$ cat config.mk
export PLATFORM = sky130hd
export DESIGN_NAME = hksl_hash
export DESIGN_NICKNAME = d
export VERILOG_FILES = /design/src/assert_macros.svh /design/src/hksl_pkg.sv /design/src/hksl_hash.sv
export SDC_FILE = /design/constraint.sdc
export NUM_CORES = 1
export LEC_CHECK = 0
export BUFFER_PORTS_ARGS = -buffer_cell sky130_fd_sc_hd__buf_2
export CORE_MARGIN = 4
export CORE_UTILIZATION = 60
export CTS_CLUSTER_DIAMETER = 60
export DETAILED_ROUTE_END_ITERATION = 7
export PLACE_DENSITY = 0.85
export SLEW_MARGIN = 25
export SYNTH_ARGS = -nofsm -noshare
export SYNTH_HDL_FRONTEND = slang
export SYNTH_SLANG_ARGS = --single-unit
export TNS_END_PERCENT = 100
$ cat constraint.sdc
create_clock -name clock -period 16.14 [get_ports clock]
set_input_delay 4.842 -clock clock [delete_from_list [all_inputs] [get_ports clock]]
set_output_delay 4.842 -clock clock [all_outputs]
set_load 0.02 [all_outputs]
$ cat src/assert_macros.svh
// ----------------------------------------------------------------------------
// assertion macros
// shared concurrent assertion forms for the lookup block
// ----------------------------------------------------------------------------
`ifndef ASSERT_MACROS_SVH
`define ASSERT_MACROS_SVH

// same-cycle implication, disabled during reset
`define HKSL_ASSERT_IMP(label, clk, rst, ante, cons) \
   label: assert property (@(posedge clk) disable iff (rst) (ante) |-> (cons)) \
      else $error("assertion failed");

// next-cycle implication, disabled during reset
`define HKSL_ASSERT_NXT(label, clk, rst, ante, cons) \
   label: assert property (@(posedge clk) disable iff (rst) (ante) |=> (cons)) \
      else $error("assertion failed");

`endif

$ cat src/hksl_pkg.sv
// ----------------------------------------------------------------------------
// hksl_pkg
// shared constants, types and codes of the hashed key lookup block
// ----------------------------------------------------------------------------
`timescale 1ns / 1ps

package hksl_pkg;

   localparam int MAX_ENTRIES = 4096;
   localparam int PACK_COUNT  = 2;

   // fixed field widths
   localparam int PACK_W = 2;
   localparam int SLOT_W = 12;
   localparam int CNT_W  = 13;
   localparam int WORD_W = 32;
   localparam int BYTE_W = 8;

   // derived widths
   localparam int DEPTH  = PACK_COUNT * MAX_ENTRIES;
   localparam int ADDR_W = (DEPTH > 1) ? $clog2(DEPTH) : 1;
   localparam int LH_W   = $clog2(MAX_ENTRIES + 1);
   localparam int MID_W  = (MAX_ENTRIES > 1) ? $clog2(MAX_ENTRIES) : 1;

   localparam logic [WORD_W-1:0] FNV_BASIS = 32'h811C9DC5;
   localparam logic [WORD_W-1:0] FNV_PRIME = 32'h01000193;
   localparam logic [WORD_W-1:0] DATA_BASE_OFS = 32'd16;
   localparam logic [WORD_W-1:0] ENTRY_BYTES   = 32'd12;

   // csr register indexes
   localparam logic [1:0] CSR_ENTRIES_PACK0 = 2'd0;
   localparam logic [1:0] CSR_ENTRIES_PACK1 = 2'd1;
   localparam logic [1:0] CSR_FORCE_MISS    = 2'd2;

   // request kinds
   localparam logic REQ_LOAD  = 1'b0;
   localparam logic REQ_QUERY = 1'b1;

   typedef enum logic [1:0] {
      ST_IDLE,
      ST_READ,
      ST_CMP,
      ST_DONE
   } state_type;

   typedef struct packed {
      logic [WORD_W-1:0] key_hash;
      logic [WORD_W-1:0] offset;
      logic [WORD_W-1:0] length;
   } entry_type;

   typedef struct packed {
      logic              valid;
      logic [PACK_W-1:0] pack;
      logic [LH_W-1:0]   count;
      logic [WORD_W-1:0] hash;
      logic              seen;
   } start_type;

   typedef struct packed {
      logic              valid;
      logic              hit;
      logic [WORD_W-1:0] offset;
      logic [WORD_W-1:0] length;
   } result_type;

endpackage

$ cat src/hksl_hash.sv
// ----------------------------------------------------------------------------
// hksl_hash
// fnv-1a accumulator over the query text, one byte per cycle while byte_en is high
// ----------------------------------------------------------------------------
`timescale 1ns / 1ps

module hksl_hash (
   input  logic                              clock,
   input  logic                              reset,
   input  logic                              byte_en,
   input  logic [hksl_pkg::BYTE_W-1:0]       text_byte,
   input  logic                              last,
   output logic [hksl_pkg::WORD_W-1:0]       hash_next,
   output logic                              seen_next
);

   logic [hksl_pkg::WORD_W-1:0] hash_ff, hash_in;
   logic                        seen_ff, seen_in;
   logic                        ended_ff, ended_in;
   logic [hksl_pkg::WORD_W-1:0] mixed;
   logic                        take;

   // bytes after the terminating zero are ignored
   assign take  = !ended_ff && (text_byte != '0);
   assign mixed = hash_ff ^ hksl_pkg::WORD_W'(text_byte);

   always_comb begin
      hash_next = hash_ff;
      seen_next = seen_ff;
      if (take) begin
         hash_next = mixed * hksl_pkg::FNV_PRIME;
         seen_next = 1'b1;
      end
   end

   always_comb begin
      hash_in  = hash_ff;
      seen_in  = seen_ff;
      ended_in = ended_ff;
      if (byte_en) begin
         if (last) begin
            hash_in  = hksl_pkg::FNV_BASIS;
            seen_in  = 1'b0;
            ended_in = 1'b0;
         end else begin
            hash_in  = hash_next;
            seen_in  = seen_next;
            ended_in = ended_ff || (text_byte == '0);
         end
      end
   end

   always_ff @(posedge clock) begin
      if (reset) begin
         hash_ff  <= hksl_pkg::FNV_BASIS;
         seen_ff  <= 1'b0;
         ended_ff <= 1'b0;
      end else begin
         hash_ff  <= hash_in;
         seen_ff  <= seen_in;
         ended_ff <= ended_in;
      end
   end

endmodule

=== After elaboration in Yosys (flattened, before gate mapping) ===
Index checks and enable logic that the tools add are counted.

* Bits in registers: 34
* Input bits: 12
* Output and inout port bits: 33
* Word-level logic and storage cells: 15

* Multiply operators: 1
* Mux-type cells: 5
* Bitwise gates (word level): 1
* Reduce and logical (&&, ||, !) cells: 5

{| class="wikitable"
|+ Operator list
! operator !! number
|-
| $mux W32 || 2
|-
| $mul A32 B25 Y32 const B || 1
|-
| $xor A32 B8 Y32 || 1
|-
| $logic_not A8 Y1 || 1
|-
| $reduce_bool A8 Y1 || 1
|-
| $mux W1 || 3
|-
| $logic_and A1 B1 Y1 || 1
|-
| $logic_not A1 Y1 || 1
|-
| $logic_or A1 B1 Y1 || 1
|}

=== Depth between registers and ports, before layout ===
Gate-level depths: netlist of the first run.

* Depth in word-level cells: 4
* Depth in mapped cells: 21
* Gate-level depth less buffers: 21

=== Least setup slack after synthesis of the first run ===
OpenSTA, ideal clock, no wires.

* Path type: input-to-output
* From: input text_byte[6] in the netlist's numbering
* To: output hash_next[23] in the netlist's numbering
* Arrival: 9848 ps
* Path slack: 1450 ps
* Stages on the path: 18
* Path through: xor2_1 > ha_1 > ha_1 > fa_1 > ha_1 > fa_1 > ha_1 > inv_1 > fa_1 > inv_1 > ha_1 > a21o_1 > nor4b_2 > a21oi_1 > a211o_2 > a21oi_1 > xor2_1 > o21ai_0

* Longest elaborated chain between the ends: 3
* Elaborated cells between the ends (all ways): 5
* Those cells by class: mul: 1; mux: 1; bitwise: 1; reduce/logical: 2

{| class="wikitable"
|+ Ends and longest elaborated chain
! element !! RTL line !! source
|-
| start, declared || hksl_hash.sv:11 || <nowiki>input logic [hksl_pkg::BYTE_W-1:0] text_byte,</nowiki>
|-
| $xor A32 B8 Y32 / $reduce_bool A8 Y1 (equally long branches) || hksl_hash.sv:25, hksl_hash.sv:24 ||
|-
| $mul A32 B25 Y32 / $logic_and A1 B1 Y1 (equally long branches) || hksl_hash.sv:31, hksl_hash.sv:24 ||
|-
| $mux W32 (*) || hksl_hash.sv:30 || <nowiki>if (take) begin</nowiki>
|-
| end, declared || hksl_hash.sv:13 || <nowiki>output logic [hksl_pkg::WORD_W-1:0] hash_next,</nowiki>
|}

Every way passes the cells marked *; elsewhere a longest branch is shown, timed or not.

=== Worst setup path after layout of the first run ===
* From: input text_byte[6] in the netlist's numbering
* To: output hash_next[31] in the netlist's numbering

Same word-level chain as after synthesis.

==> flow_results.org, run 1 <==
** Floorplanning
- The die is 117 um wide.
- For this configuration, the core starts out at a cell density of 0.620.
- The core region is 11600 um^2.
- Cell row count :: 39
- The die covers 13800 um^2.
- In this run the count of I/O pins placed on the die edge is 45.
- In this run the vertical extent of the chip is approximately 120 um.

** Worst setup path
- The number of cells on the worst reg-to-reg path is 18.
- Launch point of the worst reg-to-reg path :: hash_ff[6]
- In this run the worst setup path begins at text_byte[6].
- The worst setup path is launched from an input port.
- Data arrives at the worst endpoint at 10.43 ns.
- CP Capture Type :: output pin
- At the worst endpoint, the required time is 11.30 ns.
- By startpoint and endpoint, the worst setup path is classified as input port to output pin.
- In this run the worst path has a maximum fanout of 6.

** Clock tree
- The tree is rooted in a clkbuf_16.
- Number of hold buffers added after CTS :: 0
- After clock tree synthesis, the clock-pin slew on the worst setup and hold paths is 0.06 ns.
- Post-CTS setup buffer count :: 0
- Num CTS Buffers :: 5
- CTS tree :: built
- H-Tree Depth :: 2
- Maximum clock path buffer count :: 2
- Cells resized by post-CTS repair :: 0
- Source-to-sink clock delay at the later pin of the worst-skew pair :: 0.30 ns
- CTS saw 34 sinks.

** Logic synthesis
- The number of nets in the synthesized netlist is 1072.
- The netlist uses 55 different library cells.
- For this run, asynchronously set or reset flops after synthesis account for 0.
- Netlist Area Pre-Place :: 7170 um^2
- The share of synthesized area in the top cell type comes to 0.321.
- Synthesis handed over a netlist of 802 instances.
- Top_reg_cell synth :: dfxtp_1
- In this run, synthesis inferred 0 flip-flops with an integrated enable.
- For this run, the number of Yosys warnings is 0.
- For this run, the register share of the synthesized area comes to 0.0950.
- In this run the mean area of a mapped cell was a little under 9 um^2.
- Dominant cells by area after synthesis :: ha_1 32%, fa_1 21%, dfxtp_1 9.5%, inv_1 9.0%, xnor2_1 3.3%
- Most area-hungry cell type in the Yosys netlist :: ha_1
- Number of synthesized register bits :: 34

** Job
- The tool flagged a number of max-cap violations equal to 0.

** Layout
- Relative to the synthesized area, the layout overhead comes to 7.14%.
- 0 antenna diodes ended up in the layout.
- Top library cells by usage in the layout, fill and taps aside :: 184 x ha_1, 171 x inv_1, 74 x fa_1, 59 x nand2_1, 44 x buf_2
- Most common library cell in the layout ignoring fill and taps :: ha_1
- Of the cells placed in the final design, the portion with a size suffix greater than 1 is 0.0809.
- Net count, final :: 1110

** Timing
- Adding up every negative setup slack in the final design gives 0 ns.
- Setup violations remaining at the end of the flow were counted as 0.
- After layout, the worst setup slack is 0.869 ns.
- Worst hold slack :: 0.509 ns
- The number of hold-slack violations in the final timing report was 0.
- For the pin with the worst max-slew slack, the measured transition is roughly 0.85 ns.
- Min Tclk post-route :: 15.27 ns
- Setup repair after global routing left no endpoint under its margin.
- Slew margin rel. :: 0.432
- Ratio of final minimum period to clock period :: 0.946
- Max Freq :: 65.5 MHz
- Max Clock Skew :: 0.0103 ns
- Final Max Slew Viols :: 0

** Detailed routing
- Number of iterations in the first detailed-routing pass :: 5
- Antenna violation net count after detailed routing :: 0
- After the first detailed-routing iteration, the DRC count stood at ~310.
- DRC viols :: 0
- Summed over all layers, the routed wires come to approximately 18 mm.
- Across all layers, the routed design uses 5723 vias.
- Dividing the detail-routed via count by the number of cells gives 5.82.
- After detailed routing, the average wire length per cell comes to 18.0 um.

** Min path
- Cell depth of the worst min-delay path :: 2
- Classification of the worst-slack hold path :: flip-flop to flip-flop
- The worst hold path begins at hash_ff[29].

** Global route
- After global routing the overflow that remains totals 0.
- The number of antenna violations at the first check in global routing is 0.
- The via count of the first global-routing pass came to approximately 5.8k.
- Entering global routing, the biggest net connects 67 pins.
- Wire length of the first global-routing pass :: around 29 mm
- Global routing usage summed across all routing layers :: 0.269

** Placed design
- Post-detail-place hpwl :: roughly 15 mm
- Buffers placed on the I/O ports in this run total 44.
- Prior to clock tree synthesis, the placed netlist has a worst setup slack of 0.904 ns.
- Routability-driven placement finished with a final weighted congestion of about 1.0.

** Outcome
- The run finished with clean final reports.
stage by stage:
| stage | instance area [um^2] | std cells | utilization |
|---|---|---|---|
| 6_report | 7680 | 984 | 0.664 |
| 5_1_grt | 7680 | 984 | 0.664 |
| 4_1_cts | 7670 | 984 | 0.663 |
| 3_5_place_dp | 7520 | 976 | 0.650 |
| 3_3_place_gp | 7520 | 976 | 0.650 |
| 2_1_floorplan | 7170 | 802 | - |
Yosys cell counts (2+ instances only):
library cell,count
nand3_1,7
a32oi_1,2
xnor2_1,27
a22oi_1,2
o22ai_1,7
o21bai_1,3
and2_1,4
nand2_1,59
a21o_1,10
nor2b_1,7
nand2b_1,6
a211o_2,2
o32a_1,2
o211ai_1,2
xor2_1,26
clkbuf_1,13
o21ai_1,2
a211oi_1,4
dfxtp_1,34
inv_1,171
nor4_1,2
a21oi_2,4
o21a_1,3
nor3_1,10
fa_1,74
a21oi_1,29
a21boi_0,3
a31oi_1,6
o32ai_1,4
nor2_1,33
ha_1,184
o21ai_0,33
o31ai_1,5
worst max-delay path, stage by stage:
cell	delay (ns)
buf_2	0.11
xor2_1	0.50
ha_1	0.36
ha_1	0.31
fa_1	0.49
ha_1	0.22
fa_1	0.48
ha_1	0.29
inv_1	0.05
fa_1	0.53
inv_1	0.04
ha_1	0.34
a21o_1	0.22
nor4b_2	0.34
a21oi_2	0.14
a221o_1	0.41
o41ai_2	0.29
xnor2_1	0.14
o21ai_1	0.14
buf_2	0.19
metal layers:
| metal | vias up | global-route usage | part of all wire |
|---|---|---|---|
| met5 | - | 0 | 0 |
| met4 | 0 | 0.101 | 0.033 |
| met3 | 47 | 0.0416 | 0.059 |
| met2 | 201 | 0.444 | 0.47 |
| met1 | 2738 | 0.357 | 0.43 |
| li1 | 2737 | - | - |
cell type report:
class | count | area, um^2
Inverter | 171 | 642
Clock inverter | 1 | 5.00
Clock buffer | 7 | 143
Sequential cell | 34 | 681
Fill cell | 899 | 3890
Tap cell | 143 | 179
Timing Repair Buffer | 45 | 228
Multi-Input combinational cell | 583 | 5800
logic make-up after synthesis:
kind of cell / share of synthesized area
adders and majority gates: 0.528
buffers and inverters: 0.0971
AOI/OAI and AO/OA: 0.128
and+or+nand+nor: 0.0868
xor gates and xnor gates: 0.0648
DFF: 0.0950
final timing paths:
| check | endpoint | slack [ns] |
|---|---|---|
| worst max-delay path | hash_next[31] | 0.87 |
| worst min-delay path | hash_ff[29] | 0.51 |
| worst max register to register | hash_ff[31] | 10.28 |
| worst min register to register | hash_ff[29] | 0.51 |
registers in the layout, summed over array words and instances (netlist names):
signal and count:
hash_ff 32, seen_ff 1, ended_ff 1
Power of run 1 is not shown: default switching activity piles up to over one toggle a cycle in this logic, so the estimate is an artifact.
==> inputs of run 2 (changes only) <==
--- a/config.mk
+++ b/config.mk
@@ -7,12 +7,11 @@
 export LEC_CHECK = 0
 export BUFFER_PORTS_ARGS = -buffer_cell sky130_fd_sc_hd__buf_2
 export CORE_MARGIN = 4
-export CORE_UTILIZATION = 60
+export CORE_UTILIZATION = 28
 export CTS_CLUSTER_DIAMETER = 60
 export DETAILED_ROUTE_END_ITERATION = 7
-export PLACE_DENSITY = 0.85
+export PLACE_DENSITY = 0.49
 export SLEW_MARGIN = 25
 export SYNTH_ARGS = -nofsm -noshare
 export SYNTH_HDL_FRONTEND = slang
 export SYNTH_SLANG_ARGS = --single-unit
-export TNS_END_PERCENT = 100
==> constraint.sdc (replaced) <==
create_clock -name clock -period 16.14 [get_ports clock]
set_input_delay 0 -clock clock [delete_from_list [all_inputs] [get_ports clock]]
set_output_delay 0 -clock clock [all_outputs]
set_load 0.02 [all_outputs]
==> run 2 against run 1 <==
- fmax increased by 140%
- global-route usage shrank 13 points
- setup slack better by 8.9 ns
- first-iteration DRC count decreased by 4.5%
- wire length grew 8.3%
- non-clock buffer count is 3 higher
- via count decreased by 4.3%
- count of clock-buffer cells in the layout decreased by 2
- worst hold slack got worse by 0.37 ns
- cell area grew 3.5%
- sequential cell count stayed put
- die area increased by 110%
==> flow_results.org, run 2 (synthesis results as in run 1) <==
** Timing
- Max Freq :: 157 MHz (was 65.5 MHz)
- Min Tclk post-route :: 6.36 ns (was 15.27 ns)
- Aggregate negative setup slack :: 0 ns (unchanged)
- Setup repair after global routing missed its margin: no (unchanged).
- Slew margin rel. :: 0.440 (was 0.432)
- The slew at the pin closest to its max-slew limit came to 0.838 ns (was 0.849 ns).
- The number of hold-slack violations in the final timing report was 0 (unchanged).
- Final Max Slew Viols :: 0 (unchanged)
- Ratio of final minimum period to clock period :: 0.394 (was 0.946)
- Max Clock Skew :: 0.00757 ns (was 0.0103 ns)
- Setup-failing EPs final :: 0 (unchanged)
- The final worst-path setup slack is 9.78 ns (was 0.869 ns).

** Layout
- The number of antenna cells inserted is 0 (unchanged).
- The end-of-flow core utilization is 0.315 (was 0.664).
- Area grow syn2layout :: 10.9% (was 7.14%)
- The register with the most flip-flops was hash_ff (unchanged).
- The fraction of layout instances using a drive strength above 1 was 0.0829 (was 0.0809).
- Max FFs per register :: 32 (unchanged)
- Most common library cell in the layout ignoring fill and taps :: ha_1 (unchanged)
- The area of all placed cells without fillers was 7940 um^2 (was 7680 um^2).
- Leading registers by flop count: hash_ff: 32 flops, ended_ff: 1 flops, seen_ff: 1 flops (unchanged).
- Top library cells by usage in the layout, fill and taps aside :: 184 x ha_1, 171 x inv_1, 74 x fa_1, 59 x nand2_1, 44 x buf_2 (unchanged)
- Net count, final :: 1113 (was 1110)

** Detailed routing
- The mean number of vias per cell came to 4.66 (was 5.82).
- The DRC marker count from the first detailed-route iteration is 297 (was 311).
- Avg WL per Cell :: 16.3 um (was 18.0 um)
- Number of iterations in the first detailed-routing pass :: 4 (was 5)
- DRC viols :: 0 (unchanged)
- The post-detailed-routing wire length was 19.2 mm (was 17.7 mm).
- Vias :: 5475 (was 5723)
- The number of nets with antenna violations after routing was 0 (unchanged).

** Global route
- Total congestion overflow :: 0 (unchanged)
- The wire length of the first global-routing pass is 32.1 mm (was 28.7 mm).
- The via count of the first global-routing pass was 5909 (was 5842).
- The number of antenna violations at the first check in global routing is 0 (unchanged).
- Global routing usage summed across all routing layers :: 0.144 (was 0.269)
- Pin count of the biggest net entering global routing :: 56 (was 67)

** Clock tree
- The number of gates resized after cts was 0 (unchanged).
- Number of clock sinks :: 34 (unchanged)
- The CTS clock-pin slew for the worst setup and hold paths is 0.06 ns (about the same).
- The hold buffer count at cts came to 1 (was 0).
- The source-to-sink clock delay at the later pin of the worst-skew pair is 0.29 ns (was 0.30 ns).
- The CTS H-tree depth was 2 (unchanged).
- CTS tree :: built (unchanged)
- The number of buffers between clock root and the deepest sink came to 2 (unchanged).
- The post-CTS setup-driven buffer insertion count came to 0 (unchanged).
- The buffer cell driving the clock tree root is clkbuf_16 (unchanged).
- The number of CTS-inserted buffers is 5 (unchanged).

** Floorplanning
- Chip Width :: 168 um (was 117 um)
- The starting utilization of the core area is 0.285 (was 0.620).
- The number of placement rows is 58 (was 39).
- The die span in y is 168 um (was 117 um).
- Top-Level Pins :: 45 (unchanged)
- The core outline area came to 25200 um^2 (was 11600 um^2).
- Floorplan die area :: 28200 um^2 (was 13800 um^2)

** Job
- Max-capacitance violation count :: 0 (unchanged)

** Placed design
- The post-detailed-placement cell area was 7770 um^2 (was 7520 um^2).
- The count of input and output buffers is 44 (unchanged).
- Worst slack at placement :: 10.02 ns (was 0.904 ns)
- The routability congestion estimate from global placement was 0.870 (was 1.04).
- The HPWL reported at the end of detailed placement came to 16.1 mm (was 14.7 mm).

** Worst setup path
- Maximum fanout count along the critical path :: 6 (unchanged)
- Slowest cell on crit path :: xor2_1 (was fa_1)
- Critical-path cell list :: xor2_1 -> ha_1 -> ha_1 -> fa_1 -> ha_1 -> fa_1 -> ha_1 -> inv_1 -> fa_1 -> inv_1 -> ha_1 -> a21o_1 -> a21oi_1 -> o21ai_0 -> a41oi_1 -> a31oi_1 -> a31oi_1 -> xor2_1 -> o21ai_0 -> buf_2 (was buf_2 -> xor2_1 -> ha_1 -> ha_1 -> fa_1 -> ha_1 -> fa_1 -> ha_1 -> inv_1 -> fa_1 -> inv_1 -> ha_1 -> a21o_1 -> nor4b_2 -> a21oi_2 -> a221o_1 -> o41ai_2 -> xnor2_1 -> o21ai_1 -> buf_2)
- Worst path max stage delay :: 0.68 ns (was 0.53 ns)
- The critical path start-end classification was flip-flop to output pin (was input port to output pin).
- CP Capture Type :: output pin (unchanged)
- Crit path required time :: 16.14 ns (was 11.30 ns)
- WP data arrival :: 6.36 ns (was 10.43 ns)
- Critical path's most frequent cell :: ha_1 (unchanged)
- The nature of the critical path startpoint is a flip-flop (was input port).
- The number of buffers and inverters on the critical path came to 3 (was 4).
- The critical path's top delay family is adder cells (unchanged).

** Min path
- The type of the tightest min-delay check is input port to flip-flop (was flip-flop to flip-flop).

** Outcome
- Status :: finished clean (unchanged)
## run 2: changes by cell type in the layout (fill, tap and decap cells not counted), sizes merged
cell / delta
buf: +2
dlygate4sd3: +1
clkinv: +1
bufinv: +1
clkbuf: -2
## run 2: layout make-up
cell class                 instances  area, um^2
timing repair buffer              48         253
multi-input combinational        583        5790
clock inverter                     3        40.0
clock buffer                       5         125
inverter                         171         642
sequential                        34         681
fill                            2679       17200
tap                              330         413
## run 2: worst paths after layout
path,to,cells past startpoint,slack (ns),from
setup / recovery,hash_next[30],20,9.78,hash_ff[6]
hold / removal,hash_ff[1],2,0.14,reset
setup reg to reg,hash_ff[30],19,10.10,hash_ff[6]
hold reg to reg,seen_ff,2,0.51,seen_ff
## run 2: layer usage
metal  GRT usage  part of all wire  up-vias
met4      0.0328             0.021        0
met5           0                 0        -
met3      0.0169             0.046       16
li1            -                 -     2744
met2       0.226              0.43       93
met1       0.212              0.51     2622
## run 2: through the flow
| step | hold WS, ns | std cells |
|---|---|---|
| after floorplan | 0.100 | 802 |
| after global placement | 0.295 | 1165 |
| after detailed placement | 0.300 | 1165 |
| after CTS | 0.140 | 1174 |
| after global routing | 0.171 | 1174 |
| final | 0.141 | 1174 |
Power of run 2 is left out for the same reason.
==> inputs of run 3 (changes only) <==
==> constraint.sdc (replaced) <==
create_clock -name clock -period 6.5 [get_ports clock]
set_input_delay 0 -clock clock [delete_from_list [all_inputs] [get_ports clock]]
set_output_delay 0 -clock clock [all_outputs]
set_load 0.02 [all_outputs]
==> run 3 against run 2 <==
- non-clock buffer count grew 7
- utilization grew 0.11 points
- sequential cell count is the same
- sequential share of layout area is essentially flat
- setup slack lost 9.5 ns
- cell count grew 0.51%
- register-to-register slack lost 9.5 ns
- global-route usage is essentially flat
- critical endpoint is now hash_next[23]
- die area is the same
- wire length grew 2.4%
- critical path type unchanged
- first-iteration DRC count grew 10%
==> flow_results.org, run 3 (synthesis results as in run 1) <==
** Job
- The max-capacitance violation count was 0 (unchanged).

** Detailed routing
- The mean routed wirelength per cell was 16.6 um (was 16.3 um).
- Vias :: 5499 (was 5475)
- The post-detailed-routing wire length is 19.6 mm (was 19.2 mm).
- Violation count after the first detailed-route iteration :: 327 (was 297)
- The number of nets with antenna violations after routing is 0 (unchanged).
- The mean number of vias per cell came to 4.66 (about the same).
- The first-pass iteration count of the detailed router is 5 (was 4).
- DRC viols :: 0 (unchanged)

** Layout
- The fraction of layout instances using a drive strength above 1 is 0.0894 (was 0.0829).
- Storage element area :: 681 um^2 (unchanged)
- The most common library cell in the layout ignoring fill and taps was ha_1 (unchanged).
- The filler cell count in the final layout came to 2683 (was 2679).
- The layout overhead on the synthesized area was 11.2% (was 10.9%).
- Area of combinational cells with multiple inputs :: 5800 um^2 (was 5790 um^2)
- Antenna diode count :: 0 (unchanged)
- Leading registers by flop count :: hash_ff: 32 flops, ended_ff: 1 flops, seen_ff: 1 flops (unchanged)
- Post-layout utilization of the core :: 0.317 (was 0.315)
- The register with the most flip-flops is hash_ff (unchanged).
- The flip-flop count of the largest register, all copies and words added was 32 (unchanged).
- Top library cells by usage in the layout, fill and taps aside :: 184 x ha_1, 170 x inv_1, 74 x fa_1, 59 x nand2_1, 44 x buf_2 (was 184 x ha_1, 171 x inv_1, 74 x fa_1, 59 x nand2_1, 44 x buf_2)
- The number of nets in the final layout was 1120 (was 1113).

** Outcome
- Status: finished clean (unchanged).

** Worst setup path
- The nature of the critical path startpoint is a flip-flop (unchanged).
- The number of cells on the worst reg-to-reg path was 19 (unchanged).
- WP data arrival :: 6.21 ns (was 6.36 ns)
- The slack of the worst reg-to-reg path was 0.65 ns (was 10.10 ns).
- The destination of the worst register-to-register timing path is hash_ff[19] (was hash_ff[30]).
- Launch point of the worst reg-to-reg path :: hash_ff[7] (was hash_ff[6])
- CP Capture Type :: output pin (unchanged)
- The required arrival time at the worst endpoint was 6.50 ns (was 16.14 ns).
- Maximum fanout count along the critical path :: 6 (unchanged)
- The critical path start-end classification is flip-flop to output pin (unchanged).

** Floorplanning
- Chip Width :: 168 um (unchanged)
- Floorplan die area :: 28200 um^2 (unchanged)
- Top-Level Pins :: 45 (unchanged)
- The number of placement rows came to 58 (unchanged).
- Starting density of the core :: 0.285 (unchanged)
- Y dimension of the die :: 168 um (unchanged)
- Core area :: 25200 um^2 (unchanged)

** Min path
- The origin of the worst min-delay path was reset (unchanged).
- Classification of the worst-slack hold path :: input port to flip-flop (unchanged)
- The capture endpoint of the worst hold path was hash_ff[5] (was hash_ff[1]).
- Cell depth of the worst min-delay path :: 2 (unchanged)

** Clock tree
- The number of CTS-inserted buffers was 5 (unchanged).
- The CTS clock-pin slew for the worst setup and hold paths came to 0.06 ns (about the same).
- The post-CTS setup-driven buffer insertion count was 0 (unchanged).
- The number of buffers between clock root and the deepest sink was 2 (unchanged).
- H-Tree Depth :: 2 (unchanged)
- The TritonCTS clock tree was built (unchanged).
- The buffer cell driving the clock tree root is clkbuf_16 (unchanged).
- The source-to-sink clock delay at the later pin of the worst-skew pair is 0.30 ns (was 0.29 ns).
- The TritonCTS sink count was 34 (unchanged).

** Global route
- The number of antenna violations at the first check in global routing was 0 (unchanged).
- Global routing usage summed across all routing layers :: 0.143 (was 0.144)
- The largest net degree at the start of global routing is 45 (was 56).
- The global-route track usage on met2 is 0.223 (was 0.226).
- GRT busiest layer :: met2 (unchanged)
- The wire length of the first global-routing pass came to 31.9 mm (was 32.1 mm).
- The met1 demand-to-capacity share in global routing came to 0.216 (was 0.212).
- The global-route met3 utilization came to 0.0146 (was 0.0169).
- Total congestion overflow :: 0 (unchanged)
- The via count of the first global-routing pass is 5669 (was 5909).

** Timing
- Max Clock Skew :: 0.00675 ns (was 0.00757 ns)
- Final hold violation count :: 0 (unchanged)
- Slew margin rel. :: 0.335 (was 0.440)
- The slew at the pin closest to its max-slew limit is 0.987 ns (was 0.838 ns).
- Setup repair after global routing missed its margin: no (unchanged).
- Max Freq :: 161 MHz
- The max-slew violation count came to 0 (unchanged).
- Min Tclk post-route :: 6.21 ns
- Ratio of final minimum period to clock period :: 0.956
- Setup-failing EPs final :: 0 (unchanged)
- Aggregate negative setup slack :: 0 ns (unchanged)

** Placed design
- Routability-driven placement congestion ratio :: 0.880 (was 0.870)
- The HPWL reported at the end of detailed placement is 16.5 mm (was 16.1 mm).
- Number of input and output port buffers inserted :: 44 (unchanged)
[run 3: cell count changes in the layout (fill, tap and decap cells not counted), sizes merged]
cell    change
buf         +7
bufinv      -1
clkbuf      +2
clkinv      -2
[run 3: how the worst max path moves through the flow]
stage / start / to / slack [ns]
finish: hash_ff[7] / hash_next[23] / 0.29
global route: hash_ff[7] / hash_next[23] / 0.08
floorplan: hash_ff[6] / hash_next[23] / 1.14
detailed placement: hash_ff[7] / hash_ff[30] / 0.57
CTS: hash_ff[7] / hash_next[23] / 0.24
global placement: hash_ff[7] / hash_next[23] / 0.62
[run 3: layout make-up]
| class | count | share of cell area |
|---|---|---|
| timing repair buffer | 55 | 0.0383 |
| clock buffer | 7 | 0.0166 |
| tap | 330 | 0.0518 |
| sequential | 34 | 0.0854 |
| multi-input combinational | 583 | 0.727 |
| inverter | 171 | 0.0805 |
[run 3: metal layers]
layer,vias up,share of wire,wire length [um]
li1,2769,-,-
met1,2613,0.52,10100
met2,100,0.44,8580
met3,17,0.032,631
met4,0,0.014,267
met5,-,0,0
[run 3: timing repair]
action / in CTS / in global routing
endpoints found under the hold margin: 1 / 0
gates resized for setup: 0 / 2
setup endpoints to repair: 0 / 4
hold buffers: 1 / 0
[run 3: critical path: stages (launching register included)]
cell and delay [ns]:
dfxtp_1 0.34, xnor2_1 0.35, inv_2 0.21, ha_1 0.33
ha_1 0.32, fa_1 0.46, ha_1 0.25, fa_1 0.50
ha_1 0.29, inv_1 0.05, fa_1 0.53, inv_1 0.05
ha_1 0.36, and2_1 0.17, nor4b_2 0.39, a21oi_1 0.23
a211o_2 0.38, a21oi_1 0.18, xor2_1 0.22, o21ai_0 0.13
buf_2 0.19
[run 3: metrics by stage]
step	worst slack [ns]	cells	hold WS (ns)	instance area, um^2
2_1_floorplan	1.14	802	0.100	7170
3_3_place_gp	0.616	1172	0.295	7820
3_5_place_dp	0.575	1172	0.302	7820
4_1_cts	0.239	1180	0.141	7960
5_1_grt	0.0752	1180	0.166	7970
6_report	0.289	1180	0.143	7970
Power of run 3 is left out for the same reason.
