===== config.mk =====
export PLATFORM = sky130hd
export DESIGN_NAME = hksl_search
export DESIGN_NICKNAME = d
export VERILOG_FILES = /design/src/hksl_pkg.sv /design/src/hksl_search.sv
export VERILOG_INCLUDE_DIRS = /design/src /design/src/src
export SDC_FILE = /design/constraint.sdc
export NUM_CORES = 1
export LEC_CHECK = 0
export BUFFER_PORTS_ARGS = -buffer_cell sky130_fd_sc_hd__buf_2
export CORE_MARGIN = 8
export CORE_UTILIZATION = 55
export CTS_CLUSTER_SIZE = 24
export DETAILED_ROUTE_END_ITERATION = 10
export PLACE_DENSITY = 0.81
export SYNTH_ARGS = -nofsm -noshare
export SYNTH_HDL_FRONTEND = slang
export SYNTH_SLANG_ARGS = --single-unit

===== constraint.sdc =====
create_clock -name clock -period 4.65 [get_ports clock]
set_input_delay 0.465 -clock clock [delete_from_list [all_inputs] [get_ports clock]]
set_output_delay 0.465 -clock clock [all_outputs]
set_load 0.005 [all_outputs]

===== src/assert_macros.svh =====
// ----------------------------------------------------------------------------
// assertion macros
// shared concurrent assertion forms for the lookup block
// ----------------------------------------------------------------------------
`ifndef ASSERT_MACROS_SVH
`define ASSERT_MACROS_SVH

// same-cycle implication, disabled during reset
`define HKSL_ASSERT_IMP(label, clk, rst, ante, cons) \
   label: assert property (@(posedge clk) disable iff (rst) (ante) |-> (cons)) \
      else $error("assertion failed");

// next-cycle implication, disabled during reset
`define HKSL_ASSERT_NXT(label, clk, rst, ante, cons) \
   label: assert property (@(posedge clk) disable iff (rst) (ante) |=> (cons)) \
      else $error("assertion failed");

`endif


===== src/hksl_pkg.sv =====
// ----------------------------------------------------------------------------
// hksl_pkg
// shared constants, types and codes of the hashed key lookup block
// ----------------------------------------------------------------------------
`timescale 1ns / 1ps

package hksl_pkg;

   localparam int MAX_ENTRIES = 4096;
   localparam int PACK_COUNT  = 2;

   // fixed field widths
   localparam int PACK_W = 2;
   localparam int SLOT_W = 12;
   localparam int CNT_W  = 13;
   localparam int WORD_W = 32;
   localparam int BYTE_W = 8;

   // derived widths
   localparam int DEPTH  = PACK_COUNT * MAX_ENTRIES;
   localparam int ADDR_W = (DEPTH > 1) ? $clog2(DEPTH) : 1;
   localparam int LH_W   = $clog2(MAX_ENTRIES + 1);
   localparam int MID_W  = (MAX_ENTRIES > 1) ? $clog2(MAX_ENTRIES) : 1;

   localparam logic [WORD_W-1:0] FNV_BASIS = 32'h811C9DC5;
   localparam logic [WORD_W-1:0] FNV_PRIME = 32'h01000193;
   localparam logic [WORD_W-1:0] DATA_BASE_OFS = 32'd16;
   localparam logic [WORD_W-1:0] ENTRY_BYTES   = 32'd12;

   // csr register indexes
   localparam logic [1:0] CSR_ENTRIES_PACK0 = 2'd0;
   localparam logic [1:0] CSR_ENTRIES_PACK1 = 2'd1;
   localparam logic [1:0] CSR_FORCE_MISS    = 2'd2;

   // request kinds
   localparam logic REQ_LOAD  = 1'b0;
   localparam logic REQ_QUERY = 1'b1;

   typedef enum logic [1:0] {
      ST_IDLE,
      ST_READ,
      ST_CMP,
      ST_DONE
   } state_type;

   typedef struct packed {
      logic [WORD_W-1:0] key_hash;
      logic [WORD_W-1:0] offset;
      logic [WORD_W-1:0] length;
   } entry_type;

   typedef struct packed {
      logic              valid;
      logic [PACK_W-1:0] pack;
      logic [LH_W-1:0]   count;
      logic [WORD_W-1:0] hash;
      logic              seen;
   } start_type;

   typedef struct packed {
      logic              valid;
      logic              hit;
      logic [WORD_W-1:0] offset;
      logic [WORD_W-1:0] length;
   } result_type;

endpackage


===== src/hksl_search.sv =====
// ----------------------------------------------------------------------------
// hksl_search
// binary search sequencer over one pack of the index memory
// ----------------------------------------------------------------------------
`timescale 1ns / 1ps
`include "assert_macros.svh"

module hksl_search (
   input  logic                              clock,
   input  logic                              reset,
   input  logic                              force_miss,
   input  hksl_pkg::start_type               start,
   input  logic                              out_free,
   output logic                              idle,
   output logic                              rd_en,
   output logic [hksl_pkg::ADDR_W-1:0]       rd_addr,
   input  hksl_pkg::entry_type               rd_data,
   output hksl_pkg::result_type              result
);

   hksl_pkg::state_type state_ff, state_in;

   logic [hksl_pkg::LH_W-1:0]   lo_ff, lo_in;
   logic [hksl_pkg::LH_W-1:0]   hi_ff, hi_in;
   logic [hksl_pkg::MID_W-1:0]  mid_ff, mid_in;
   logic [hksl_pkg::WORD_W-1:0] hash_ff, hash_in;
   logic [hksl_pkg::PACK_W-1:0] pack_ff, pack_in;
   logic [hksl_pkg::WORD_W-1:0] base_ff, base_in;
   logic                        hit_ff, hit_in;
   logic [hksl_pkg::WORD_W-1:0] off_ff, off_in;
   logic [hksl_pkg::WORD_W-1:0] len_ff, len_in;

   logic [hksl_pkg::LH_W:0]     mid_sum;
   logic [hksl_pkg::MID_W-1:0]  mid_calc;
   logic [hksl_pkg::LH_W-1:0]   lo_next, hi_next;
   logic                        found, go;

   assign go       = start.valid && !force_miss && (start.count != '0) && start.seen;
   assign mid_sum  = {1'b0, lo_ff} + {1'b0, hi_ff};
   assign mid_calc = mid_sum[hksl_pkg::MID_W:1];

   // compare of the probed entry
   always_comb begin
      found   = 1'b0;
      lo_next = lo_ff;
      hi_next = hi_ff;
      if (rd_data.key_hash < hash_ff) begin
         lo_next = hksl_pkg::LH_W'(mid_ff) + hksl_pkg::LH_W'(1);
      end else if (rd_data.key_hash > hash_ff) begin
         hi_next = hksl_pkg::LH_W'(mid_ff);
      end else begin
         found = 1'b1;
      end
   end

   // next state
   always_comb begin
      state_in = state_ff;
      unique case (state_ff)
         hksl_pkg::ST_IDLE: begin
            if (start.valid) begin
               state_in = go ? hksl_pkg::ST_READ : hksl_pkg::ST_DONE;
            end
         end
         hksl_pkg::ST_READ: begin
            state_in = hksl_pkg::ST_CMP;
         end
         hksl_pkg::ST_CMP: begin
            if (found || !(lo_next < hi_next)) begin
               state_in = hksl_pkg::ST_DONE;
            end else begin
               state_in = hksl_pkg::ST_READ;
            end
         end
         hksl_pkg::ST_DONE: begin
            if (out_free) begin
               state_in = hksl_pkg::ST_IDLE;
            end
         end
         default: begin
            state_in = hksl_pkg::ST_IDLE;
         end
      endcase
   end

   // datapath next values
   always_comb begin
      lo_in   = lo_ff;
      hi_in   = hi_ff;
      mid_in  = mid_ff;
      hash_in = hash_ff;
      pack_in = pack_ff;
      base_in = base_ff;
      hit_in  = hit_ff;
      off_in  = off_ff;
      len_in  = len_ff;
      unique case (state_ff)
         hksl_pkg::ST_IDLE: begin
            if (start.valid) begin
               lo_in   = '0;
               hi_in   = start.count;
               hash_in = start.hash;
               pack_in = start.pack;
               base_in = hksl_pkg::WORD_W'(start.count) * hksl_pkg::ENTRY_BYTES
                         + hksl_pkg::DATA_BASE_OFS;
               hit_in  = 1'b0;
               off_in  = '0;
               len_in  = '0;
            end
         end
         hksl_pkg::ST_READ: begin
            mid_in = mid_calc;
         end
         hksl_pkg::ST_CMP: begin
            lo_in = lo_next;
            hi_in = hi_next;
            if (found) begin
               hit_in = 1'b1;
               off_in = base_ff + rd_data.offset;
               len_in = rd_data.length;
            end
         end
         default: begin
         end
      endcase
   end

   // outputs
   always_comb begin
      idle    = (state_ff == hksl_pkg::ST_IDLE);
      rd_en   = (state_ff == hksl_pkg::ST_READ);
      rd_addr = hksl_pkg::ADDR_W'(pack_ff) * hksl_pkg::ADDR_W'(hksl_pkg::MAX_ENTRIES)
                + hksl_pkg::ADDR_W'(mid_calc);
      result.valid  = (state_ff == hksl_pkg::ST_DONE) && out_free;
      result.hit    = hit_ff;
      result.offset = off_ff;
      result.length = len_ff;
   end

   always_ff @(posedge clock) begin
      if (reset) begin
         state_ff <= hksl_pkg::ST_IDLE;
      end else begin
         state_ff <= state_in;
      end
   end

   always_ff @(posedge clock) begin
      lo_ff   <= lo_in;
      hi_ff   <= hi_in;
      mid_ff  <= mid_in;
      hash_ff <= hash_in;
      pack_ff <= pack_in;
      base_ff <= base_in;
      hit_ff  <= hit_in;
      off_ff  <= off_in;
      len_ff  <= len_in;
   end

   `HKSL_ASSERT_IMP(a_miss_zero, clock, reset, result.valid && !result.hit, result.offset == '0 && result.length == '0)
   `HKSL_ASSERT_IMP(a_window_open, clock, reset, state_ff == hksl_pkg::ST_READ, lo_ff < hi_ff)
   `HKSL_ASSERT_NXT(a_read_then_cmp, clock, reset, rd_en, state_ff == hksl_pkg::ST_CMP)

endmodule


Word-level counts from Yosys, hierarchy flattened. Cells that the tools add are included.

Reductions and logical operators: 14. Bitwise operators: 0. Shift operators: 0. Multiplexer cells: 22. Order comparisons: 3. Div/mod/pow operators: 0. Equal/unequal tests: 6. Multiply operators: 1. Add/subtract/negate cells: 5.

Operator list (count): 32-bit case mux with 2 select lines (2); 32-bit 2-to-1 mux (3); 13-bit 2-to-1 mux (5); 13-bit case mux with 2 select lines (2); 32-bit adder (1); 32-bit > comparator (1); 32-bit less-than comparator (1); 17-bit by 5-bit adder with 18-bit output, second input constant (1); 13-bit by 2-bit multiplier with 15-bit output, second input constant (1); 12-bit by 1-bit adder with 13-bit output, second input constant (1); 13-bit by 12-bit adder with 13-bit output (1); 13-bit adder (1); 13-bit less-than comparator (1); 13-bit nonzero test (1); 2-bit 2-to-1 mux (4); 2-bit case mux with 4 select lines (1); 2-bit inequality test, second input constant (3); 2-bit AND reduction (3); 2-bit == test, second input constant (2); 1-bit logical AND (4); 1-bit 2-to-1 mux (4); 3-bit AND reduction (1); 2-bit by 1-bit == test with 1-bit output, second input constant (1); 1-bit zero test (2); 4 further kinds (4).

Logic and storage cells: 61. Bits in writable memories: 0. Output and inout bits: 81. Memories kept: 0. Bits in registers: 170. ROM bits: 0. Input bits: 149. Latch bits: 0.

Depth between registers and ports, before layout. Gate-level depths: netlist of run 1.

Word-level depth: 8. Depth in mapped cells: 20. Depth with buffers taken out: 18.

Least setup slack after synthesis of run 1. OpenSTA, ideal clock, no wires.

Path type: register to register. Start: register state_ff[0]. End: register hit_ff, enable pin. Buffers on the path: 1. Data arrival time: 3815 ps. Path slack: 440 ps. Required time: 4255 ps. Cell stages (with the launch flop): 6. Cells stage by stage: dfxtp_1 -> clkbuf_1 -> inv_1 -> nand2_1 -> nor2_1 -> or2_2.

Longest elaborated chain between the ends: 3. Elaborated cells on any way between the ends: 6. Classes of those cells: 3 x eq/ne; 3 x reduce/logical.

Ends and longest elaborated chain: start, declared (line hksl_search.sv:21) `hksl_pkg::state_type state_ff, state_in;`; start signal, assigned (line hksl_search.sv:142) `state_ff <= hksl_pkg::ST_IDLE;`; start signal, assigned (line hksl_search.sv:144) `state_ff <= state_in;`; 2-bit == test or 2-bit zero test (tied branches) (line hksl_search.sv:97) `unique case (state_ff)`; 2-bit inequality test (no line) or 2-bit nonzero test (tied branches); 3-bit AND reduction (no line) *; end signal, assigned (line hksl_search.sv:155) `hit_ff <= hit_in;`; end, declared (line hksl_search.sv:29) `logic hit_ff, hit_in;`.

Mark *: on every way between the ends. The rest lies on a longest branch, timed or not. A chain may end at the register's enable or synchronous reset.

Worst setup path in the final report of run 1.
Start: register hash_ff[23] in the netlist's numbering. End: register state_ff[1].

Longest elaborated chain between the ends: 8. Elaborated cells on any way between the ends: 12. Classes of those cells: 3 x order compare; 7 x mux; 2 x reduce/logical.

Ends and longest elaborated chain: start, declared (line hksl_search.sv:26) `logic [hksl_pkg::WORD_W-1:0] hash_ff, hash_in;`; start signal, assigned (line hksl_search.sv:152) `hash_ff <= hash_in;`; 32-bit > comparator (line hksl_search.sv:49) `end else if (rd_data.key_hash > hash_ff) begin`; 13-bit 2-to-1 mux (line hksl_search.sv:49); 13-bit 2-to-1 mux (line hksl_search.sv:47) `if (rd_data.key_hash < hash_ff) begin`; 13-bit less-than comparator (line hksl_search.sv:69) `if (found || !(lo_next < hi_next)) begin`; 1-bit zero test (line hksl_search.sv:69); 1-bit logical OR * (line hksl_search.sv:69); 2-bit 2-to-1 mux * (line hksl_search.sv:69); 2-bit case mux with 4 select lines * (line hksl_search.sv:59) `unique case (state_ff)`.

Marks and branches as above.

==> results.tsv, run 1 <==
stage	metric	value	unit
timing	finalSetupTns	0	ns
layout	final_util	68.63	%
route	vias_per_cell	5.525	
global_routing	gr-usage-all-layers	21.34	%
cts	cts_sinks	154	
synthesis	synth_edf_count	152	
place	finalWeightedCongestion	0.8461	
layout	fillCellCount	1277	
layout	multi_input_area	4459	um2
synthesis	synth_cell_types	66	
power_and_ir_drop	internal_power	0.003644	W
critical_path	worstPathCellList	inv_1 -> ha_1 -> a21oi_1 -> o21ai_0 -> a221oi_1 -> o211ai_1 -> a21oi_2 -> nand2b_1 -> mux2i_1 -> ha_1 -> a21o_1 -> a21o_1 -> a21oi_1 -> o21ai_0 -> nor3b_1 -> o32ai_1 -> a21oi_1 -> o21ai_0	
cts	cts_buffer_depth	2	
critical_path	endpoint	state_ff[1]$_SDFFE_PP0P_	
synthesis	syn_nets	1089	
timing	rsz0062_at_grt	false	
cts	h-tree-depth	4	
cts	cts_buffers	17	
min_path	hold_class	input pin to flop	
cts	hold_buffers	0	
cts	cts_tree	yes	
timing	setup_viol	0	
layout	final_nets	1322	
floorplan	io_pins	230	
power_and_ir_drop	clockPowerShare	25.1	%
route	routed_wl	23240	um
cts	clk_pin_slew	0.07	ns
critical_path	cp_num_buf_inv	1	
critical_path	critical-path-max-stage-delay	0.47	ns
synthesis	synthArstFlopShare	0	%
critical_path	path_depth	18	
timing	fin_crit_sh	88.47	%
cts	cts-root-buf	clkbuf_16	
timing	worst_slew_pin_slew	0.9221	ns
power_and_ir_drop	combPwrFrac	36.5	%
synthesis	synth_top_cell_area_share	48.59	%
critical_path	reg2reg_from	hash_ff[23]$_DFFE_PP_	
route	drtIter0Drc	422	
critical_path	worstPathMaxFanout	8	
power_and_ir_drop	swShare	34.91	%
floorplan	start_util	56.44	%
floorplan	rows	47	
critical_path	crit_type	flop to flop	
critical_path	crit_family	compound AO/OA/AOI/OAI gates	
route	ant_nets	0	
critical_path	crit_required	4.95	ns
route	wl_per_cell	17.69	um
synthesis	syn_area_per_cell	11.13	um2
timing	fmax	243.1	MHz
place	io_buffers	228	
synthesis	synth_area_leaders	edfxtp_1 (49%), ha_1 (12%), and2_1 (3.5%)	
synthesis	yosys_warnings	0	
timing	finClkSkew	0.01032	ns
critical_path	crit_slowest_cell	nand2b_1	
layout	syn_to_final_growth	21.61	%
floorplan	die_h	146.7	um
critical_path	r2r_cells	18	
layout	seqCellArea	4604	um2
global_routing	grt_util_met2	36.73	%
critical_path	worstPathArrival	4.42	ns
critical_path	crit_path_start	hash_ff[23]$_DFFE_PP_	
critical_path	r2r_end	state_ff[1]$_SDFFE_PP0P_	
global_routing	antenna_found_initial	6	
floorplan	die_area	21520	um2
power_and_ir_drop	cellPowerDensity	490.2	nW/um2
synthesis	synth_most_common_cell	edfxtp_1	
synthesis	yosys_most_used_dff	edfxtp_1	
layout	fin_cells	1314	
synthesis	synth_area	9393	um2
global_routing	grt_overflow	0	
place	dpl.hpwl	18020	um
run	maxCapViolCount	0	
global_routing	met3_usage	5.593	%
synthesis	ys_seq_elements	154	
timing	slew_headroom	38.24	%
synthesis	netlist_top_cells_count	edfxtp_1 (152), ha_1 (93), inv_1 (62)	
floorplan	die_w	146.7	um
route	vias	7260	
critical_path	critPathLaunchType	flop	
synthesis	seq_area_frac_synth	49.02	%
synthesis	synth_top_area_cell	edfxtp_1	
power_and_ir_drop	p_seq_share	38.4	%
timing	finalCriticalPeriod	4.114	ns
power_and_ir_drop	leakage	5.050	nW
min_path	hp-start	start[25]	
synthesis	syn_inst	844	
timing	hold_viol	0	
global_routing	grt_pass1_wl	36680	um
cts	postCtsSetupBuffers	0	
status	status	complete, no violations	
route	drc_errors	0	
power_and_ir_drop	vdd.ir_drop.worst	0.3359	mV
layout	drive_above_1_share	26.70	%
global_routing	grt_pass1_vias	7213	
timing	report.final.slew_viol_count	0	
global_routing	grt_max_degree	52	
cts	clock_latency	0.43	ns
route	dr.pass1.iters	5	
floorplan	core_area	16640	um2
global_routing	gr-max-usage-layer	met2	
cts	cts_resized	0	
global_routing	grtUsageMet1	25.03	%
place	dp_cells	1278	
power_and_ir_drop	p_sw	0.001954	W
critical_path	reg2reg_slack	0.54	ns
critical_path	end_kind	flop	
-- logic make-up after synthesis --
logic type               count (synthesis)  share of synthesized area, %
AO/OA/AOI/OAI                          167                         11.67
XOR/XNOR                                58                         5.408
adder cells (fa/ha/maj)                 96                         13.03
buffers and inverters                   86                         3.650
flip-flops                             154                         49.02
multiplexers                            16                         1.732
AND/OR/NAND/NOR                        267                         15.49
-- layout by cell type (no fill, tap or decap), types with 4 or more instances in the layout --
cell         n
xnor2_1     34
and3_1      14
nand4_1     20
a21oi_1     51
buf_2      228
nor2_1      47
nand2_1     40
nor3_1      19
or3_1        7
diode_2      4
nor4_1       5
a31oi_1      7
inv_1       62
or2_2        4
a211oi_1     6
xor2_1      24
nor2b_1      7
edfxtp_1   152
o211ai_1     4
a21o_1      19
nand2b_1     5
nand3_1     24
o21a_1       8
and2_1      52
inv_6        7
clkbuf_16   17
mux2i_1     14
nand4b_1     4
o21ai_0     44
ha_1        93
buf_4        8
-- worst min path at each step --
stage | slack [ns] | cells after the start | to
after floorplan | 0.53 | 1 | state_ff[0]$_SDFFE_PP0P_
after global placement | 0.62 | 2 | off_ff[2]$_SDFFCE_PN0P_
after detailed placement | 0.63 | 2 | off_ff[2]$_SDFFCE_PN0P_
after CTS | 0.19 | 1 | hash_ff[4]$_DFFE_PP_
after global routing | 0.19 | 1 | hash_ff[4]$_DFFE_PP_
final | 0.21 | 1 | hash_ff[24]$_DFFE_PP_
-- layout make-up --
class	count	share of cell area [%]
timing repair buffer	238	10.87
clock buffer	17	3.724
clock inverter	15	1.523
inverter	62	2.037
sequential	154	40.31
tap	220	2.410
multi-input combinational	604	39.04
antenna	4	0.08763
-- power groups by stage --
stage	clock, W	combinational (W)	sequential, W
after floorplan	0	0.00135	0.00215
after global placement	0	0.00196	0.00217
after detailed placement	0	0.00204	0.00218
after CTS	0.00143	0.00206	0.00215
after global routing	0.00148	0.00229	0.00218
final	0.00141	0.00204	0.00215
-- stage by stage --
step	worst slack (ns)	area, um2	power (W)	hold WS [ns]
detailed placement	0.4112	10810	0.004221	0.6275
global placement	0.5701	10810	0.004133	0.6221
floorplan	0.4402	9393	0.003493	0.5341
CTS	0.6048	11410	0.005648	0.1916
finish	0.5359	11420	0.005599	0.2095
global route	0.2898	11420	0.005948	0.1874
-- routing by layer --
layer,share of wire (%),vias up
met5,0.099,-
met4,2.0,4
met3,6.2,37
met2,50,232
met1,41,3408
li1,-,3579
-- state kept, by name (all words and copies together), names as in the netlist --
name	flops
pack_ff	1
hit_ff	1
state_ff	2
base_ff	16
hi_ff	13
hash_ff	32
lo_ff	13
mid_ff	12
off_ff	32
len_ff	32
No activity file was read; power rests on OpenSTA's default activity.
==> run 2, diff against run 1 <==
PLACE_DENSITY = 0.84   (was 0.81)
==> results.tsv, run 2 (same netlist as run 1, synthesis figures left out) <==
stage	metric	value	unit	change
power_and_ir_drop	cellPowerDensity	488.1	nW/um2	was 490.2 nW/um2
route	routed_wl	23290	um	was 23,240 um
cts	cts_tree	yes		unchanged
floorplan	die_h	146.7	um	unchanged
route	wl_per_cell	17.76	um	was 17.69 um
critical_path	critPathLaunchType	flop		unchanged
timing	fmax	249.2	MHz	was 243.1 MHz
layout	final_common_cell	buf_2		unchanged
timing	finalCriticalPeriod	4.012	ns	was 4.114 ns
layout	drive_above_1_share	26.70	%	unchanged
layout	final_util	68.53	%	was 68.63%
route	drtIter0Drc	538		was 422
run	maxCapViolCount	0		unchanged
global_routing	grt_pass1_vias	7207		was 7,213
place	io_buffers	228		unchanged
timing	report.final.slew_viol_count	0		unchanged
critical_path	worstPathArrival	4.37	ns	was 4.42 ns
timing	slew_headroom	42.97	%	was 38.24%
power_and_ir_drop	p_sw	0.001974	W	was 0.001954 W
place	dpl-instance-area	10800	um2	was 10,810 um2
route	vias	7257		was 7,260
cts	cts_sinks	154		unchanged
global_routing	grt_pass1_wl	36860	um	was 36,680 um
timing	finClkSkew	0.008332	ns	was 0.01032 ns
power_and_ir_drop	combPwrFrac	36.5	%	about the same
cts	cts-root-buf	clkbuf_16		unchanged
timing	hold_viol	0		unchanged
route	wl_met1	9413	um	was 9628 um
cts	postCtsSetupBuffers	0		unchanged
cts	cts_buffers	17		unchanged
critical_path	crit_type	flop to flop		unchanged
layout	fin_area	11400	um2	was 11,420 um2
cts	hold_buffers	0		unchanged
cts	clk_pin_slew	0.07	ns	about the same
power_and_ir_drop	vdd.ir_drop.worst	0.3762	mV	was 0.3359 mV
layout	syn_to_final_growth	21.42	%	was 21.61%
floorplan	core_area	16640	um2	unchanged
cts	h-tree-depth	4		unchanged
route	met2_length	11950	um	was 11,680 um
route	drc_errors	0		unchanged
floorplan	io_pins	230		unchanged
power_and_ir_drop	p_seq_share	38.7	%	was 38.4%
cts	cts_buffer_depth	2		unchanged
cts	clock_latency	0.43	ns	about the same
place	finalWeightedCongestion	0.8437		was 0.8461
floorplan	rows	47		unchanged
timing	rsz0062_at_grt	false		unchanged
global_routing	grt_max_degree	51		was 52
timing	worst_slew_pin_slew	0.8515	ns	was 0.9221 ns
status	status	complete, no violations		unchanged
critical_path	crit_path_start	hash_ff[21]$_DFFE_PP_		was hash_ff[23]$_DFFE_PP_
global_routing	grt_overflow	0		unchanged
min_path	hold_class	input pin to flop		unchanged
timing	holdWs	0.2056	ns	was 0.2095 ns
cts	cts_resized	0		unchanged
floorplan	die_w	146.7	um	unchanged
route	dr.pass1.iters	5		unchanged
timing	fin_crit_sh	86.29	%	was 88.47%
critical_path	crit_required	5.00	ns	was 4.95 ns
timing	finalSetupTns	0	ns	unchanged
layout	final_cell_mix	buf_2 (228), edfxtp_1 (152), ha_1 (93), inv_1 (62), and2_1 (52)		unchanged
layout	reg_top3	hash_ff: 32 flops, len_ff: 32 flops, off_ff: 32 flops		unchanged
critical_path	end_kind	flop		unchanged
layout	seqCellArea	4604	um2	unchanged
place	post-place-ws	0.4869	ns	was 0.4112 ns
timing	setup_viol	0		unchanged
global_routing	antenna_found_initial	3		was 6
power_and_ir_drop	internal_power	0.003593	W	was 0.003644 W
power_and_ir_drop	clockPowerShare	24.8	%	was 25.1%
critical_path	reg2reg_from	hash_ff[21]$_DFFE_PP_		was hash_ff[23]$_DFFE_PP_
floorplan	die_area	21520	um2	unchanged
layout	multi_input_area	4459	um2	unchanged
timing	setup_slack	0.6377	ns	was 0.5359 ns
critical_path	worstPathMaxFanout	8		unchanged
power_and_ir_drop	leakage	5.042	nW	was 5.050 nW
route	met3_length	1510	um	was 1446 um
floorplan	start_util	56.44	%	unchanged
route	vias_per_cell	5.535		was 5.525
power_and_ir_drop	swShare	35.47	%	was 34.91%
route	ant_nets	0		unchanged
min_path	hp-start	start[6]		was start[25]
layout	final_nets	1322		unchanged
layout	fillCellCount	1254		was 1,277
place	dpl.hpwl	18050	um	was 18,020 um
global_routing	gr-usage-all-layers	21.38	%	was 21.34%
route	top_layer_used	met5		unchanged
==> run 2: area by class of cell <==
cell class,count,share of cell area (%)
Antenna cell,1,0.02194
Clock buffer,17,3.730
Clock inverter,15,1.547
Inverter,62,2.041
Multi-Input combinational cell,604,39.10
Sequential cell,154,40.37
Tap cell,220,2.414
Timing Repair Buffer,238,10.77
==> run 2: metal layers <==
layer	vias up	global-route usage (%)
met4	4	6.491
met2	210	38.11
met3	30	5.841
li1	3585	-
met1	3428	24.41
met5	-	0
==> run 2: critical path: stages, from the launching register on <==
cell and delay [ns]:
edfxtp_1 0.37, inv_1 0.06, ha_1 0.23, a21oi_1 0.17, o21ai_0 0.12, a221oi_1 0.35, o211ai_1 0.15, a21oi_2 0.15
nand2b_1 0.47, buf_4 0.28, mux2i_1 0.26, ha_1 0.19, a21o_1 0.10, a21o_1 0.11, a21oi_1 0.06, o21ai_0 0.34
nor3b_1 0.10, o32ai_1 0.23, a21oi_1 0.09, o21ai_0 0.07
==> run 2: power by group through the flow <==
stage	Combinational [W]	Sequential [W]	Clock, W
finish	0.00203	0.00215	0.00138
global placement	0.00195	0.00217	0
CTS	0.00205	0.00215	0.00141
floorplan	0.00135	0.00215	0
global route	0.00227	0.00218	0.00146
detailed placement	0.00203	0.00218	0
==> run 2: stage by stage <==
stage / cells / total power [W]
after floorplan: 844 / 0.003493
after global placement: 1278 / 0.004121
after detailed placement: 1278 / 0.004213
after CTS: 1310 / 0.005616
after global routing: 1311 / 0.005909
final: 1311 / 0.005567
==> run 2: final timing paths <==
path                                   end  slack (ns)  cells past startpoint
setup / recovery  state_ff[1]$_SDFFE_PP0P_        0.64                     19
hold / removal        hash_ff[5]$_DFFE_PP_        0.21                      1
setup reg to reg  state_ff[1]$_SDFFE_PP0P_        0.64                     19
hold reg to reg    off_ff[2]$_SDFFCE_PN0P_        0.64                      2
==> run 3, diff against run 2 <==
BUFFER_PORTS_ARGS = -buffer_cell sky130_fd_sc_hd__buf_4   (was -buffer_cell sky130_fd_sc_hd__buf_2)
CORE_UTILIZATION = 56   (was 55)
CTS_BUF_LIST = sky130_fd_sc_hd__clkbuf_8   (was unset)
PLACE_DENSITY = 0.85   (was 0.84)
==> results.tsv, run 3 (same netlist as run 1, synthesis figures left out) <==
stage	metric	value	unit	change
status	status	complete, no violations		unchanged
floorplan	core_area	16470	um2	was 16,640 um2
cts	cts_tree	yes		unchanged
power_and_ir_drop	vdd.ir_drop.worst	0.3421	mV	was 0.3762 mV
floorplan	start_util	57.04	%	was 56.44%
layout	final_nets	1321		was 1,322
timing	slew_headroom	37.95	%	was 42.97%
timing	rsz0062_at_grt	false		unchanged
cts	cts_resized	0		unchanged
min_path	hp-start	start[12]		was start[6]
power_and_ir_drop	leakage	5.138	nW	was 5.042 nW
place	dpl.hpwl	18460	um	was 18,050 um
route	vias	7235		was 7,257
layout	n_antenna_cell	0		was 1
cts	cts-root-buf	clkbuf_8		was clkbuf_16
global_routing	antenna_found_initial	0		was 3
place	finalWeightedCongestion	0.8766		was 0.8437
critical_path	crit_required	4.97	ns	was 5.00 ns
critical_path	reg2reg_slack	0.53	ns	was 0.64 ns
route	vias_per_cell	5.527		was 5.535
power_and_ir_drop	p_sw	0.001920	W	was 0.001974 W
route	drc_errors	0		unchanged
timing	setup_viol	0		unchanged
timing	finalSetupTns	0	ns	unchanged
critical_path	crit_type	flop to flop		unchanged
route	ant_nets	0		unchanged
timing	finalCriticalPeriod	4.117	ns	was 4.012 ns
power_and_ir_drop	swShare	35.92	%	was 35.47%
power_and_ir_drop	clockPowerShare	19.0	%	was 24.8%
critical_path	worstPathMaxFanout	8		unchanged
cts	postCtsSetupBuffers	0		unchanged
route	dr.pass1.iters	5		unchanged
critical_path	r2r_cells	16		was 19
critical_path	worstPathArrival	4.44	ns	was 4.37 ns
place	io_buffers	228		unchanged
run	maxCapViolCount	0		unchanged
route	drtIter0Drc	404		was 538
global_routing	grt_pass1_vias	7227		was 7,207
timing	fin_crit_sh	88.54	%	was 86.29%
route	wl_per_cell	17.79	um	was 17.76 um
timing	finClkSkew	0.01438	ns	was 0.008332 ns
floorplan	die_h	145.5	um	was 146.7 um
global_routing	grt_max_degree	51		unchanged
global_routing	gr-usage-all-layers	21.67	%	was 21.38%
layout	final_common_cell	buf_4		was buf_2
route	routed_wl	23290	um	about the same
power_and_ir_drop	p_seq_share	40.3	%	was 38.7%
cts	h-tree-depth	4		unchanged
layout	reg_top3	hash_ff: 32 flops, len_ff: 32 flops, off_ff: 32 flops		unchanged
floorplan	io_pins	230		unchanged
timing	setup_slack	0.5327	ns	was 0.6377 ns
timing	report.final.slew_viol_count	0		unchanged
power_and_ir_drop	internal_power	0.003425	W	was 0.003593 W
cts	clock_latency	0.45	ns	was 0.43 ns
timing	worst_slew_pin_slew	0.9264	ns	was 0.8515 ns
layout	syn_to_final_growth	25.15	%	was 21.42%
layout	fillCellCount	1215		was 1,254
cts	clk_pin_slew	0.10	ns	was 0.07 ns
power_and_ir_drop	combPwrFrac	40.7	%	was 36.5%
critical_path	end_kind	flop		unchanged
timing	fmax	242.9	MHz	was 249.2 MHz
floorplan	die_area	21170	um2	was 21,520 um2
min_path	min_to	hash_ff[11]$_DFFE_PP_		was hash_ff[5]$_DFFE_PP_
global_routing	grt_pass1_wl	37190	um	was 36,860 um
cts	hold_buffers	0		unchanged
cts	cts_buffer_depth	2		unchanged
floorplan	die_w	145.5	um	was 146.7 um
power_and_ir_drop	cellPowerDensity	454.7	nW/um2	was 488.1 nW/um2
cts	cts_buffers	17		unchanged
critical_path	critPathLaunchType	flop		unchanged
min_path	holdPathStages	1		unchanged
timing	hold_viol	0		unchanged
place	post-place-ws	0.4809	ns	was 0.4869 ns
global_routing	grt_overflow	0		unchanged
critical_path	r2r_end	state_ff[1]$_SDFFE_PP0P_		unchanged
layout	final_cell_mix	buf_4 (237), edfxtp_1 (152), ha_1 (93), inv_1 (62), and2_1 (52)		was buf_2 (228), edfxtp_1 (152), ha_1 (93), inv_1 (62), and2_1 (52)
critical_path	reg2reg_from	hash_ff[31]$_DFFE_PP_		was hash_ff[21]$_DFFE_PP_
min_path	hold_class	input pin to flop		unchanged
layout	drive_above_1_share	26.63	%	was 26.70%
cts	cts_sinks	154		unchanged
floorplan	rows	47		unchanged
## run 3: cell types whose count changed in the layout (fill, tap and decap cells not counted), moves of 2 or more
cell | before | now
buf_4 | 9 | 237
clkbuf_16 | 17 | 0
clkbuf_8 | 0 | 17
clkinv_8 | 5 | 3
inv_8 | 4 | 7
buf_2 | 228 | 0
## run 3: worst max-delay path, cell delays in order (launching register included)
cell and delay (ns):
edfxtp_1 0.33, inv_1 0.04, ha_1 0.29, nand4_1 0.18, nor4_1 0.50, nand2_1 0.29
nand2b_1 0.46, mux2i_1 0.30, ha_1 0.29, a21o_1 0.16, a21o_1 0.17, a21oi_1 0.17
o21ai_0 0.21, nor3b_1 0.24, o32ai_1 0.11, a21oi_1 0.15, o21ai_0 0.10
## run 3: final cells by class
class	count	area, um2	share of cell area, %
Inverter	62	232.7	1.980
Timing Repair Buffer	237	1779	15.14
Clock inverter	15	170.2	1.448
Clock buffer	17	234.0	1.990
Tap cell	220	275.3	2.342
Multi-Input combinational cell	604	4459	37.94
Sequential cell	154	4604	39.17
## run 3: how the worst max path moves through the flow
stage,startpoint,cells past startpoint,to,slack [ns]
CTS,hash_ff[25]$_DFFE_PP_,18,state_ff[1]$_SDFFE_PP0P_,0.60
floorplan,state_ff[0]$_SDFFE_PP0P_,5,hit_ff$_DFFE_PP_,0.44
global placement,rd_data[89],18,state_ff[1]$_SDFFE_PP0P_,0.56
finish,hash_ff[31]$_DFFE_PP_,16,state_ff[1]$_SDFFE_PP0P_,0.53
detailed placement,rd_data[87],18,state_ff[1]$_SDFFE_PP0P_,0.48
global route,hash_ff[23]$_DFFE_PP_,18,state_ff[1]$_SDFFE_PP0P_,0.23
## run 3: per-layer routing
| metal | vias up | global-route usage [%] | share of wire, % |
|---|---|---|---|
| met5 | - | 0 | 0 |
| met2 | 212 | 39.00 | 52 |
| met3 | 29 | 3.949 | 4.4 |
| li1 | 3573 | - | - |
| met4 | 0 | 6.455 | 1.9 |
| met1 | 3421 | 25.84 | 42 |
## run 3: power by group through the flow
stage | Clock [W] | Combinational (W) | Sequential, W
after floorplan | 0 | 0.00135 | 0.00215
after global placement | 0 | 0.00211 | 0.00217
after detailed placement | 0 | 0.00218 | 0.00218
after CTS | 0.00104 | 0.00220 | 0.00215
after global routing | 0.00109 | 0.00242 | 0.00218
final | 0.00101 | 0.00218 | 0.00215
## run 3: metrics by stage
step | cell area [um2] | power [W] | utilization [%] | hold WS (ns) | instances
2_1_floorplan | 9393 | 0.003493 | - | 0.5341 | 844
3_3_place_gp | 11350 | 0.004286 | 68.94 | 0.6197 | 1277
3_5_place_dp | 11350 | 0.004367 | 68.94 | 0.6318 | 1277
4_1_cts | 11760 | 0.005389 | 71.39 | 0.1548 | 1309
5_1_grt | 11760 | 0.005691 | 71.39 | 0.1524 | 1309
6_report | 11760 | 0.005345 | 71.39 | 0.1879 | 1309
